**src/rtl/assert_macros.svh**
```systemverilog
// assertion macros for the scanner rtl, used by sts_ctrl
// expects clk_i and rst_ni in the module that uses them
`ifndef ASSERT_MACROS_SVH
`define ASSERT_MACROS_SVH

`ifndef SYNTHESIS
`define STS_ASSERT(lbl, prop, msg) \
  lbl: assert property (@(posedge clk_i) disable iff (!rst_ni) prop) else $error(msg);
`define STS_ASSERT_ALWAYS(lbl, prop, msg) \
  lbl: assert property (@(posedge clk_i) prop) else $error(msg);
`else
`define STS_ASSERT(lbl, prop, msg)
`define STS_ASSERT_ALWAYS(lbl, prop, msg)
`endif

`endif

```
**src/rtl/sts_pkg.sv**
```systemverilog
// types, constants and the character font of the seven-segment text scanner
// no dependencies
package sts_pkg;

  localparam int unsigned Digits         = 4;
  localparam int unsigned DefBufDepth    = 256;
  localparam int unsigned DefScrollTicks = 600;
  localparam int unsigned DefBlinkTicks  = 500;
  localparam int unsigned DefMaxLevel    = 20;
  localparam int unsigned CfgAddrW       = 4;
  localparam int unsigned CfgDataW       = 32;
  localparam logic [7:0]  IntensityRst   = 8'd20;

  localparam logic OpTick = 1'b0;
  localparam logic OpLoad = 1'b1;

  typedef enum logic [1:0] {
    ModeFirst  = 2'd0,
    ModeLast   = 2'd1,
    ModeScroll = 2'd2
  } mode_e;

  typedef enum logic [1:0] {
    RegMode      = 2'd0,
    RegBlink     = 2'd1,
    RegIntensity = 2'd2
  } reg_idx_e;

  typedef struct packed {
    logic       operation;
    logic [7:0] char_code;
    logic       last_char;
  } in_word_t;

  typedef struct packed {
    logic [1:0] digit_pos;
    logic [7:0] segments;
  } out_word_t;

  typedef struct packed {
    logic [1:0] display_mode;
    logic [7:0] blink_digit;
    logic [7:0] intensity;
  } cfg_t;

  localparam int unsigned GlyphCount = 41;
  localparam int unsigned GlyphAlpha = 10;
  localparam int unsigned GlyphBlank = 36;
  localparam int unsigned GlyphDash  = 37;
  localparam int unsigned GlyphDot   = 38;
  localparam int unsigned GlyphStar  = 39;
  localparam int unsigned GlyphUnder = 40;

  localparam logic [7:0] AsciiZero  = 8'h30;
  localparam logic [7:0] AsciiNine  = 8'h39;
  localparam logic [7:0] AsciiUpA   = 8'h41;
  localparam logic [7:0] AsciiUpZ   = 8'h5A;
  localparam logic [7:0] AsciiLoA   = 8'h61;
  localparam logic [7:0] AsciiLoZ   = 8'h7A;
  localparam logic [7:0] AsciiDash  = 8'h2D;
  localparam logic [7:0] AsciiDot   = 8'h2E;
  localparam logic [7:0] AsciiStar  = 8'h2A;
  localparam logic [7:0] AsciiUnder = 8'h5F;

  localparam logic [7:0] Glyphs [GlyphCount] = '{
    8'h3F, 8'h06, 8'h5B, 8'h4F, 8'h66, 8'h6D, 8'h7D, 8'h07, 8'h7F, 8'h6F,
    8'h77, 8'h7C, 8'h39, 8'h5E, 8'h79, 8'h71, 8'h3D, 8'h74, 8'h30, 8'h1E,
    8'h76, 8'h38, 8'h00, 8'h54, 8'h5C, 8'h73, 8'h67, 8'h50, 8'h6D, 8'h78,
    8'h3E, 8'h3E, 8'h00, 8'h76, 8'h6E, 8'h5B,
    8'h00, 8'h40, 8'h80, 8'h63, 8'h08
  };

  // ascii to segment pattern, blank for anything without a glyph
  function automatic logic [7:0] font_lookup(logic [7:0] c);
    logic [7:0] g;
    if (c >= AsciiZero && c <= AsciiNine) begin
      g = Glyphs[6'(c - AsciiZero)];
    end else if (c >= AsciiUpA && c <= AsciiUpZ) begin
      g = Glyphs[6'(c - AsciiUpA + 8'(GlyphAlpha))];
    end else if (c >= AsciiLoA && c <= AsciiLoZ) begin
      g = Glyphs[6'(c - AsciiLoA + 8'(GlyphAlpha))];
    end else if (c == AsciiDash) begin
      g = Glyphs[GlyphDash];
    end else if (c == AsciiDot) begin
      g = Glyphs[GlyphDot];
    end else if (c == AsciiStar) begin
      g = Glyphs[GlyphStar];
    end else if (c == AsciiUnder) begin
      g = Glyphs[GlyphUnder];
    end else begin
      g = Glyphs[GlyphBlank];
    end
    return g;
  endfunction

endpackage

```
**src/rtl/sts_ram.sv**
```systemverilog
// generic simple dual-port ram, one write and one registered read port
// no dependencies
module sts_ram #(
  parameter int unsigned Width = 8,
  parameter int unsigned Depth = 256,
  localparam int unsigned AddrW = (Depth > 1) ? $clog2(Depth) : 1
) (
  input  logic             clk_i,
  input  logic             we_i,
  input  logic [AddrW-1:0] waddr_i,
  input  logic [Width-1:0] wdata_i,
  input  logic [AddrW-1:0] raddr_i,
  output logic [Width-1:0] rdata_o
);

  logic [Width-1:0] mem_q [Depth];
  logic [Width-1:0] rdata_q;

  always_ff @(posedge clk_i) begin
    if (we_i) begin
      mem_q[waddr_i] <= wdata_i;
    end
    rdata_q <= mem_q[raddr_i];
  end

  assign rdata_o = rdata_q;

endmodule

```
**src/rtl/sts_cfg.sv**
```systemverilog
// apb register file: display mode, blinking digit and intensity
// depends on sts_pkg
module sts_cfg
  import sts_pkg::*;
(
  input  logic                clk_i,
  input  logic                rst_ni,
  input  logic                psel,
  input  logic                penable,
  input  logic                pwrite,
  input  logic [CfgAddrW-1:0] paddr,
  input  logic [CfgDataW-1:0] pwdata,
  output logic [CfgDataW-1:0] prdata,
  output logic                pready,
  output cfg_t                cfg_o
);

  cfg_t     cfg_q, cfg_d;
  reg_idx_e idx;
  logic     wr;

  assign idx    = reg_idx_e'(paddr[3:2]);
  assign wr     = psel & penable & pwrite;
  assign pready = 1'b1;

  always_comb begin
    cfg_d = cfg_q;
    if (wr) begin
      unique case (idx)
        RegMode:      cfg_d.display_mode = pwdata[1:0];
        RegBlink:     cfg_d.blink_digit  = pwdata[7:0];
        RegIntensity: cfg_d.intensity    = pwdata[7:0];
        default: ;
      endcase
    end
  end

  always_comb begin
    unique case (idx)
      RegMode:      prdata = CfgDataW'(cfg_q.display_mode);
      RegBlink:     prdata = CfgDataW'(cfg_q.blink_digit);
      RegIntensity: prdata = CfgDataW'(cfg_q.intensity);
      default:      prdata = '0;
    endcase
  end

  always_ff @(posedge clk_i or negedge rst_ni) begin
    if (!rst_ni) begin
      cfg_q <= '{display_mode: 2'd0, blink_digit: 8'd0, intensity: IntensityRst};
    end else begin
      cfg_q <= cfg_d;
    end
  end

  assign cfg_o = cfg_q;

endmodule

```
**src/rtl/sts_ctrl.sv**
```systemverilog
// scan and load control around the pattern store: counters, offset, blink
// depends on sts_pkg, sts_ram and assert_macros.svh
`include "assert_macros.svh"
module sts_ctrl
  import sts_pkg::*;
#(
  parameter int unsigned BufDepth    = DefBufDepth,
  parameter int unsigned ScrollTicks = DefScrollTicks,
  parameter int unsigned BlinkTicks  = DefBlinkTicks,
  parameter int unsigned MaxLevel    = DefMaxLevel
) (
  input  logic      clk_i,
  input  logic      rst_ni,
  input  logic      start_i,
  input  in_word_t  in_i,
  input  cfg_t      cfg_i,
  output logic      res_strobe_o,
  output out_word_t res_o
);

  localparam int unsigned AddrW   = $clog2(BufDepth);
  localparam int unsigned LoadCap = (BufDepth < 255) ? BufDepth : 255;
  localparam int unsigned SlotW   = $clog2(MaxLevel + Digits + 2);

  logic [7:0]       count_q, count_d;
  logic             loading_q, loading_d;
  logic [7:0]       offset_q, offset_d;
  logic [SlotW-1:0] slot_q, slot_d;
  logic [31:0]      scroll_q, scroll_d;
  logic [31:0]      blink_q, blink_d;
  logic             strobe_q, strobe_d;
  logic [1:0]       dig_q, dig_d;
  logic             show_q, show_d;

  logic [7:0]       level;
  logic [SlotW-1:0] last_slot, slot_eff;
  logic             scrolling, over, in_digit, blink_off, room, we;
  logic [8:0]       off_inc, idx;
  logic [7:0]       off_new, base, cnt;
  logic [7:0]       pattern, rdata;

  // tick path
  always_comb begin
    level       = (cfg_i.intensity > 8'(MaxLevel)) ? 8'(MaxLevel) : cfg_i.intensity;
    last_slot   = SlotW'(MaxLevel + Digits) - SlotW'(level);
    slot_eff    = (slot_q > last_slot) ? '0 : slot_q;
    scrolling   = (cfg_i.display_mode == ModeScroll);
    over        = scroll_q > 32'(ScrollTicks);
    off_inc     = {1'b0, offset_q} + 9'(over);
    off_new     = (off_inc > {1'b0, count_q}) ? 8'd0 : off_inc[7:0];
    case (cfg_i.display_mode)
      ModeScroll: base = off_new;
      ModeLast:   base = (count_q >= 8'(Digits)) ? count_q - 8'(Digits) : 8'd0;
      default:    base = 8'd0;
    endcase
    in_digit  = slot_eff < SlotW'(Digits);
    blink_off = in_digit && (cfg_i.blink_digit == 8'(slot_eff))
                && (blink_q > 32'(BlinkTicks));
    idx       = {1'b0, base} + 9'(slot_eff[1:0]);
  end

  // load path
  always_comb begin
    cnt     = loading_q ? count_q : 8'd0;
    room    = cnt < 8'(LoadCap);
    we      = start_i && (in_i.operation == OpLoad) && room;
    pattern = font_lookup(in_i.char_code);
  end

  always_comb begin
    count_d   = count_q;
    loading_d = loading_q;
    offset_d  = offset_q;
    slot_d    = slot_q;
    scroll_d  = scroll_q;
    blink_d   = blink_q;
    strobe_d  = 1'b0;
    dig_d     = dig_q;
    show_d    = show_q;
    if (start_i) begin
      if (in_i.operation == OpLoad) begin
        if (!loading_q) begin
          offset_d = '0;
          slot_d   = '0;
          scroll_d = '0;
          blink_d  = '0;
        end
        count_d   = room ? cnt + 8'd1 : cnt;
        loading_d = !in_i.last_char;
      end else begin
        slot_d   = slot_eff + SlotW'(1);
        offset_d = scrolling ? off_new : offset_q;
        scroll_d = ((scrolling && over) ? 32'd0 : scroll_q) + 32'd1;
        blink_d  = ((blink_off && (blink_q >= 32'(2 * BlinkTicks))) ? 32'd0 : blink_q)
                   + 32'd1;
        strobe_d = 1'b1;
        dig_d    = in_digit ? slot_eff[1:0] : 2'd0;
        show_d   = in_digit && !blink_off && (idx < {1'b0, count_q});
      end
    end
  end

  always_ff @(posedge clk_i or negedge rst_ni) begin
    if (!rst_ni) begin
      count_q   <= '0;
      loading_q <= 1'b0;
      offset_q  <= '0;
      slot_q    <= '0;
      scroll_q  <= '0;
      blink_q   <= '0;
      strobe_q  <= 1'b0;
    end else begin
      count_q   <= count_d;
      loading_q <= loading_d;
      offset_q  <= offset_d;
      slot_q    <= slot_d;
      scroll_q  <= scroll_d;
      blink_q   <= blink_d;
      strobe_q  <= strobe_d;
    end
  end

  always_ff @(posedge clk_i) begin
    dig_q  <= dig_d;
    show_q <= show_d;
  end

  sts_ram #(
    .Width (8),
    .Depth (BufDepth)
  ) u_store (
    .clk_i   (clk_i),
    .we_i    (we),
    .waddr_i (AddrW'(cnt)),
    .wdata_i (pattern),
    .raddr_i (AddrW'(idx)),
    .rdata_o (rdata)
  );

  assign res_strobe_o    = strobe_q;
  assign res_o.digit_pos = dig_q;
  assign res_o.segments  = show_q ? rdata : 8'd0;

  `STS_ASSERT(a_tick_gives_word, (start_i && in_i.operation == OpTick) |=> strobe_q, "tick without result word")
  `STS_ASSERT(a_load_is_silent, (start_i && in_i.operation == OpLoad) |=> !strobe_q, "result word after a load")
  `STS_ASSERT(a_count_capped, count_q <= 8'(LoadCap), "loaded count beyond capacity")
  `STS_ASSERT(a_slot_bounded, slot_q <= SlotW'(MaxLevel + Digits + 1), "scan slot out of range")
  `STS_ASSERT(a_offset_bounded, (start_i && in_i.operation == OpTick && cfg_i.display_mode == ModeScroll) |=> offset_q <= count_q, "scroll offset past text")

endmodule

```
**src/rtl/seven_segment_text_scanner_core.sv**
```systemverilog
// seven-segment text scanner, top level
// depends on sts_pkg, sts_cfg, sts_ctrl
//
// Usage
//   input word: taken on a rising edge with start high and busy low. busy is
//   held low, so a word may be given every cycle. A load word stores one
//   character (font pattern) of the text; the first load after a load with
//   last_char set begins a new string and clears the scan, scroll and blink
//   counters. A tick word steps the scan slot.
//   result word: each tick gives one word on res_word_o, valid for the single
//   cycle that res_strobe_o is high; the strobe, the digit and the pattern
//   store read are all registered at the edge that takes the tick. Loads give
//   no result. The receiver has no way to stall; it must take each word in its
//   cycle.
//   throughput: one word per cycle, as the registered read of the pattern
//   store runs alongside the counter update.
//   configuration: apb registers mode (0x0), blink digit (0x4), intensity
//   (0x8); the user must write them only while no tick result is outstanding,
//   unenforced by the block. reset: counters, loading and strobe flags clear,
//   intensity returns to 20; the pattern store is not cleared, no valid text until loaded.
module seven_segment_text_scanner_core
  import sts_pkg::*;
#(
  parameter int unsigned BufDepth    = DefBufDepth,
  parameter int unsigned ScrollTicks = DefScrollTicks,
  parameter int unsigned BlinkTicks  = DefBlinkTicks,
  parameter int unsigned MaxLevel    = DefMaxLevel
) (
  input  logic                clk_i,
  input  logic                rst_ni,
  input  logic                start,
  output logic                busy,
  input  in_word_t            in_word_i,
  output logic                res_strobe_o,
  output out_word_t           res_word_o,
  input  logic                psel,
  input  logic                penable,
  input  logic                pwrite,
  input  logic [CfgAddrW-1:0] paddr,
  input  logic [CfgDataW-1:0] pwdata,
  output logic [CfgDataW-1:0] prdata,
  output logic                pready
);

  cfg_t cfg;

  assign busy = 1'b0;

  sts_cfg u_cfg (
    .clk_i   (clk_i),
    .rst_ni  (rst_ni),
    .psel    (psel),
    .penable (penable),
    .pwrite  (pwrite),
    .paddr   (paddr),
    .pwdata  (pwdata),
    .prdata  (prdata),
    .pready  (pready),
    .cfg_o   (cfg)
  );

  sts_ctrl #(
    .BufDepth    (BufDepth),
    .ScrollTicks (ScrollTicks),
    .BlinkTicks  (BlinkTicks),
    .MaxLevel    (MaxLevel)
  ) u_ctrl (
    .clk_i        (clk_i),
    .rst_ni       (rst_ni),
    .start_i      (start & ~busy),
    .in_i         (in_word_i),
    .cfg_i        (cfg),
    .res_strobe_o (res_strobe_o),
    .res_o        (res_word_o)
  );

endmodule

```
**config.mk**
```make
export PLATFORM = sky130hd
export DESIGN_NAME = seven_segment_text_scanner_core
export DESIGN_NICKNAME = d
export VERILOG_FILES = /design/src/rtl/sts_pkg.sv /design/src/rtl/sts_ram.sv /design/src/rtl/sts_cfg.sv /design/src/rtl/sts_ctrl.sv /design/src/rtl/seven_segment_text_scanner_core.sv
export VERILOG_INCLUDE_DIRS = /design/src /design/src/rtl
export SDC_FILE = /design/constraint.sdc
export NUM_CORES = 2
export LEC_CHECK = 0
export CORE_MARGIN = 2
export CORE_UTILIZATION = 60
export DETAILED_ROUTE_END_ITERATION = 8
export DONT_BUFFER_PORTS = 1
export HOLD_SLACK_MARGIN = 0.08
export PLACE_DENSITY_LB_ADDON = 0.15
export SYNTH_ARGS = -nofsm -noshare
export SYNTH_HDL_FRONTEND = slang
export SYNTH_HIERARCHICAL = 1
export SYNTH_SLANG_ARGS = --single-unit
```
**constraint.sdc**
```tcl
create_clock -name clk_i -period 7.2 [get_ports clk_i]
set_input_delay 0.72 -clock clk_i [delete_from_list [all_inputs] [get_ports clk_i]]
set_output_delay 0.72 -clock clk_i [all_outputs]
set_load 0.05 [all_outputs]
```
==> key figures <==
GRT
  • Global-route wire length before repair: 306.7 mm
  • Largest net degree at the start of global routing: 200
  • Initial antenna violation count: 0
  • Vias in the first global route: 45830
  • Total gr overflow: 0
  • Total GRT Usage: 0.2785

Worst setup path
  • Crit start category: register
  • Crit-path max FO: 34
  • WS Path Type: reg -> reg
  • Critical Path RT: 7.93 ns
  • Arrival @ worst endpoint: 7.65 ns
  • Worst Path Buf+Inv: 5
  • Crit. End Element: register
  • CP max-delay cell: fa_4
  • Slowest cell delay on critical path: 0.73 ns
  • CP top delay family: simple AND/OR/NAND/NOR gates

Drt
  • Drt pass-1 iters: 6
  • Routed WL: 209.5 mm
  • ANT nets after route: 0
  • Starting DRC count in detailed routing: 5955
  • Vias/cell: 6.722
  • # DRC: 0
  • Total number of vias: 47150
  • Routed length per instance: 29.87 µm

Floorplan
  • Initial core utilization: 0.6054
  • Die Wd: 387.7 µm
  • Row count: 140
  • Core area: 0.1459 mm²
  • Ports: 97
  • Die area: 0.1503 mm²
  • Die H: 387.7 µm

Timing
  • Final hold slack: 0.1623 ns
  • Setup tns final: 0 ns
  • Final-report hold violation count: 0
  • Fin crit period: 6.919 ns
  • Rel. slew slack: 0.2077
  • # setup viols final: 0
  • Slew @ Worst Pin: 1.180 ns
  • Max Slew Vio Count: 0
  • Max frequency: 0.1445 GHz
  • Post-route clock skew: 0.04276 ns
  • Crit share post-route: 0.9610

Yosys
  • EDFF count, synth: 2051
  • Synth Register Bits: 2164
  • Async SR Flop Fraction: 0.04852
  • Area leader, netlist: edfxtp_1
  • Share of the synthesized area in the top cell type: 0.6972
  • Post-synth cell types: 98
  • Primary FF master, synth: edfxtp_1
  • Mean area per synthesized cell: 18.44 µm²
  • Top post-synthesis cells by area: edfxtp_1 (70%), mux4_2 (12%), dfrtp_1 (2.9%)
  • Synth Warn #: 6
  • Synth Cell Area: 0.08834 mm²
  • Post-synthesis sequential area ratio: 0.7287
  • Gate Count Post-Synth: 4791

Clocking
  • Clock sink count: 2164
  • Worst skew pair latency: 0.85 ns
  • Longest Clk Path Bufs: 3
  • Root Driver: clkbuf_16
  • H-tree levels: 4
  • Total CTS buffers: 208
  • CTS clk-pin slew, worst paths: 0.06 ns
  • CTS tree: yes

Place
  • Placed Cells: 6609
  • Final Wtd Congestion: 0.9125
  • Dpl hpwl: 128.2 mm
  • Port Buffers: 0

Cells and area
  • Layout fillers: 9368
  • Share of cells above drive strength 1: 0.2113
  • Final Non-Filler Cells: 7014
  • P&R area growth vs syn: 11.19%
  • # nets final: 5025

Power and ir drop
  • Power per cell area: 318.0 mW/mm²
  • P_leak: 29.31 nW
  • Peak supply drop: 0.2695 mV

Run
  • Max-Cap Viols: 0

Min path
  • Hold Crit Class: in -> reg

Status
  • Outcome: complete, no violations
[kinds of logic after synthesis]
group | Yosys count | synth area share
AO/OA/AOI/OAI | 705 | 0.05447
XOR/XNOR | 29 | 0.002875
adder cells (fa/ha/maj) | 48 | 0.006883
buffers and inverters | 359 | 0.02343
flip-flops | 2164 | 0.7287
multiplexers | 628 | 0.1366
other | 3 | 0.0001275
AND/OR/NAND/NOR | 855 | 0.04692
[repair_timing]
item / 4_1_cts / 5_1_grt
resized for setup: 3 / 43
hold buffers: 14 / 0
setup endpoints to repair: 5 / 8
gates cloned: 0 / 1
endpoints found under the hold margin: 126 / 0
buffers inserted: 0 / 8
pin swaps: 0 / 5
[layer usage]
| metal | up-vias | routed length [µm] | global-route usage | part of all wire |
|---|---|---|---|---|
| met5 | - | 0 | 0 | 0 |
| met4 | 0 | 5919 | 0.08132 | 0.028 |
| met3 | 322 | 20060 | 0.05795 | 0.096 |
| met2 | 2227 | 99900 | 0.4313 | 0.48 |
| met1 | 24740 | 83610 | 0.4070 | 0.40 |
| li1 | 19860 | - | - | - |
[cell usage in the layout, fill, tap and decap left out, types with 22 or more instances in the layout]
master	n
mux4_2	457
dfrtp_1	103
a21oi_1	160
nor2_1	331
o221ai_1	43
and3_1	27
o211ai_1	22
a22o_1	23
a22oi_1	134
a31oi_1	39
edfxtp_1	2051
o22ai_1	35
nor2b_1	34
and2_1	35
inv_1	36
nand2_1	143
buf_4	161
nor4_1	31
ha_1	44
buf_12	41
nor3_1	41
o21ai_0	92
nand3_1	78
mux2i_1	147
clkinv_1	40
clkinv_2	41
clkbuf_16	211
conb_1	26
nand4_1	32
clkbuf_1	51
[cell type report]
cell class,count,area (µm²),area share
flip-flops and latches,2164,64380,0.6554
multi-input cells,2291,22420,0.2283
clock buffers,269,5557,0.05657
well taps,1917,2399,0.02442
repair buffers,218,2227,0.02267
clock inverters,112,1076,0.01095
inverters,42,163.9,0.001669
diodes,1,2.502,0.00002548
[path summary, 6_finish.rpt]
kind,start,to,slack [ns],cells after the start
max,u_ctrl/scroll_q[24],u_ctrl/u_store/rdata_o[7],0.28,25
min,paddr[2],u_cfg/cfg_o[16],0.16,2
max reg2reg,u_ctrl/scroll_q[24],u_ctrl/u_store/rdata_o[7],0.28,25
min reg2reg,u_ctrl/blink_q[8],u_ctrl/blink_q[8],0.47,1
max in group asynchronous,rst_ni,u_ctrl/scroll_q[8],6.28,2
min in group asynchronous,rst_ni,u_cfg/cfg_o[14],0.46,2
[cell usage after synthesis (all sizes together), types with 32 or more instances]
| library cell | number |
|---|---|
| and2 | 37 |
| ha | 47 |
| mux2i | 147 |
| a31oi | 41 |
| buf | 170 |
| nand4 | 32 |
| o221ai | 47 |
| mux4 | 459 |
| nor2b | 37 |
| nand3 | 79 |
| o21ai | 105 |
| nor2 | 335 |
| dfrtp | 103 |
| nor3 | 44 |
| clkbuf | 147 |
| nor4 | 45 |
| inv | 38 |
| o22ai | 36 |
| a21oi | 163 |
| a22oi | 136 |
| edfxtp | 2051 |
| nand2 | 144 |
[metrics by stage]
step                power, mW    util  cell area [µm²]  setup WS (ns)
finish                  31.24  0.6732            98230         0.2811
global route            32.22  0.6732            98220      -0.006403
CTS                     31.39  0.6712            97930        0.04641
detailed placement      20.84  0.6245            91120       -0.06440
global placement        20.77  0.6245            91120       -0.03758
floorplan               19.24       -            88540       -0.05968
[registers in the layout, summed over array words and instances (netlist names)]
register,flops
u_ctrl/scroll_q,32
u_ctrl/u_store/mem_q,2048
u_ctrl/offset_q,8
u_ctrl/res_strobe_o,1
u_cfg/cfg_o,18
u_ctrl/blink_q,32
u_ctrl/dig_q,2
u_ctrl/u_store/rdata_o,8
u_ctrl/slot_q,5
u_ctrl/show_q,1
u_ctrl/count_q,8
u_ctrl/loading_q,1
[where the power goes]
group / leakage, nW / internal, mW / total [mW] / switching (mW)
registers: 18.4 / 14.2 / 14.3 / 0.0741
clock network: 3.24 / 5.99 / 10.6 / 4.64
logic: 7.71 / 2.76 / 6.35 / 3.59
(Power assumes the default switching activity.)
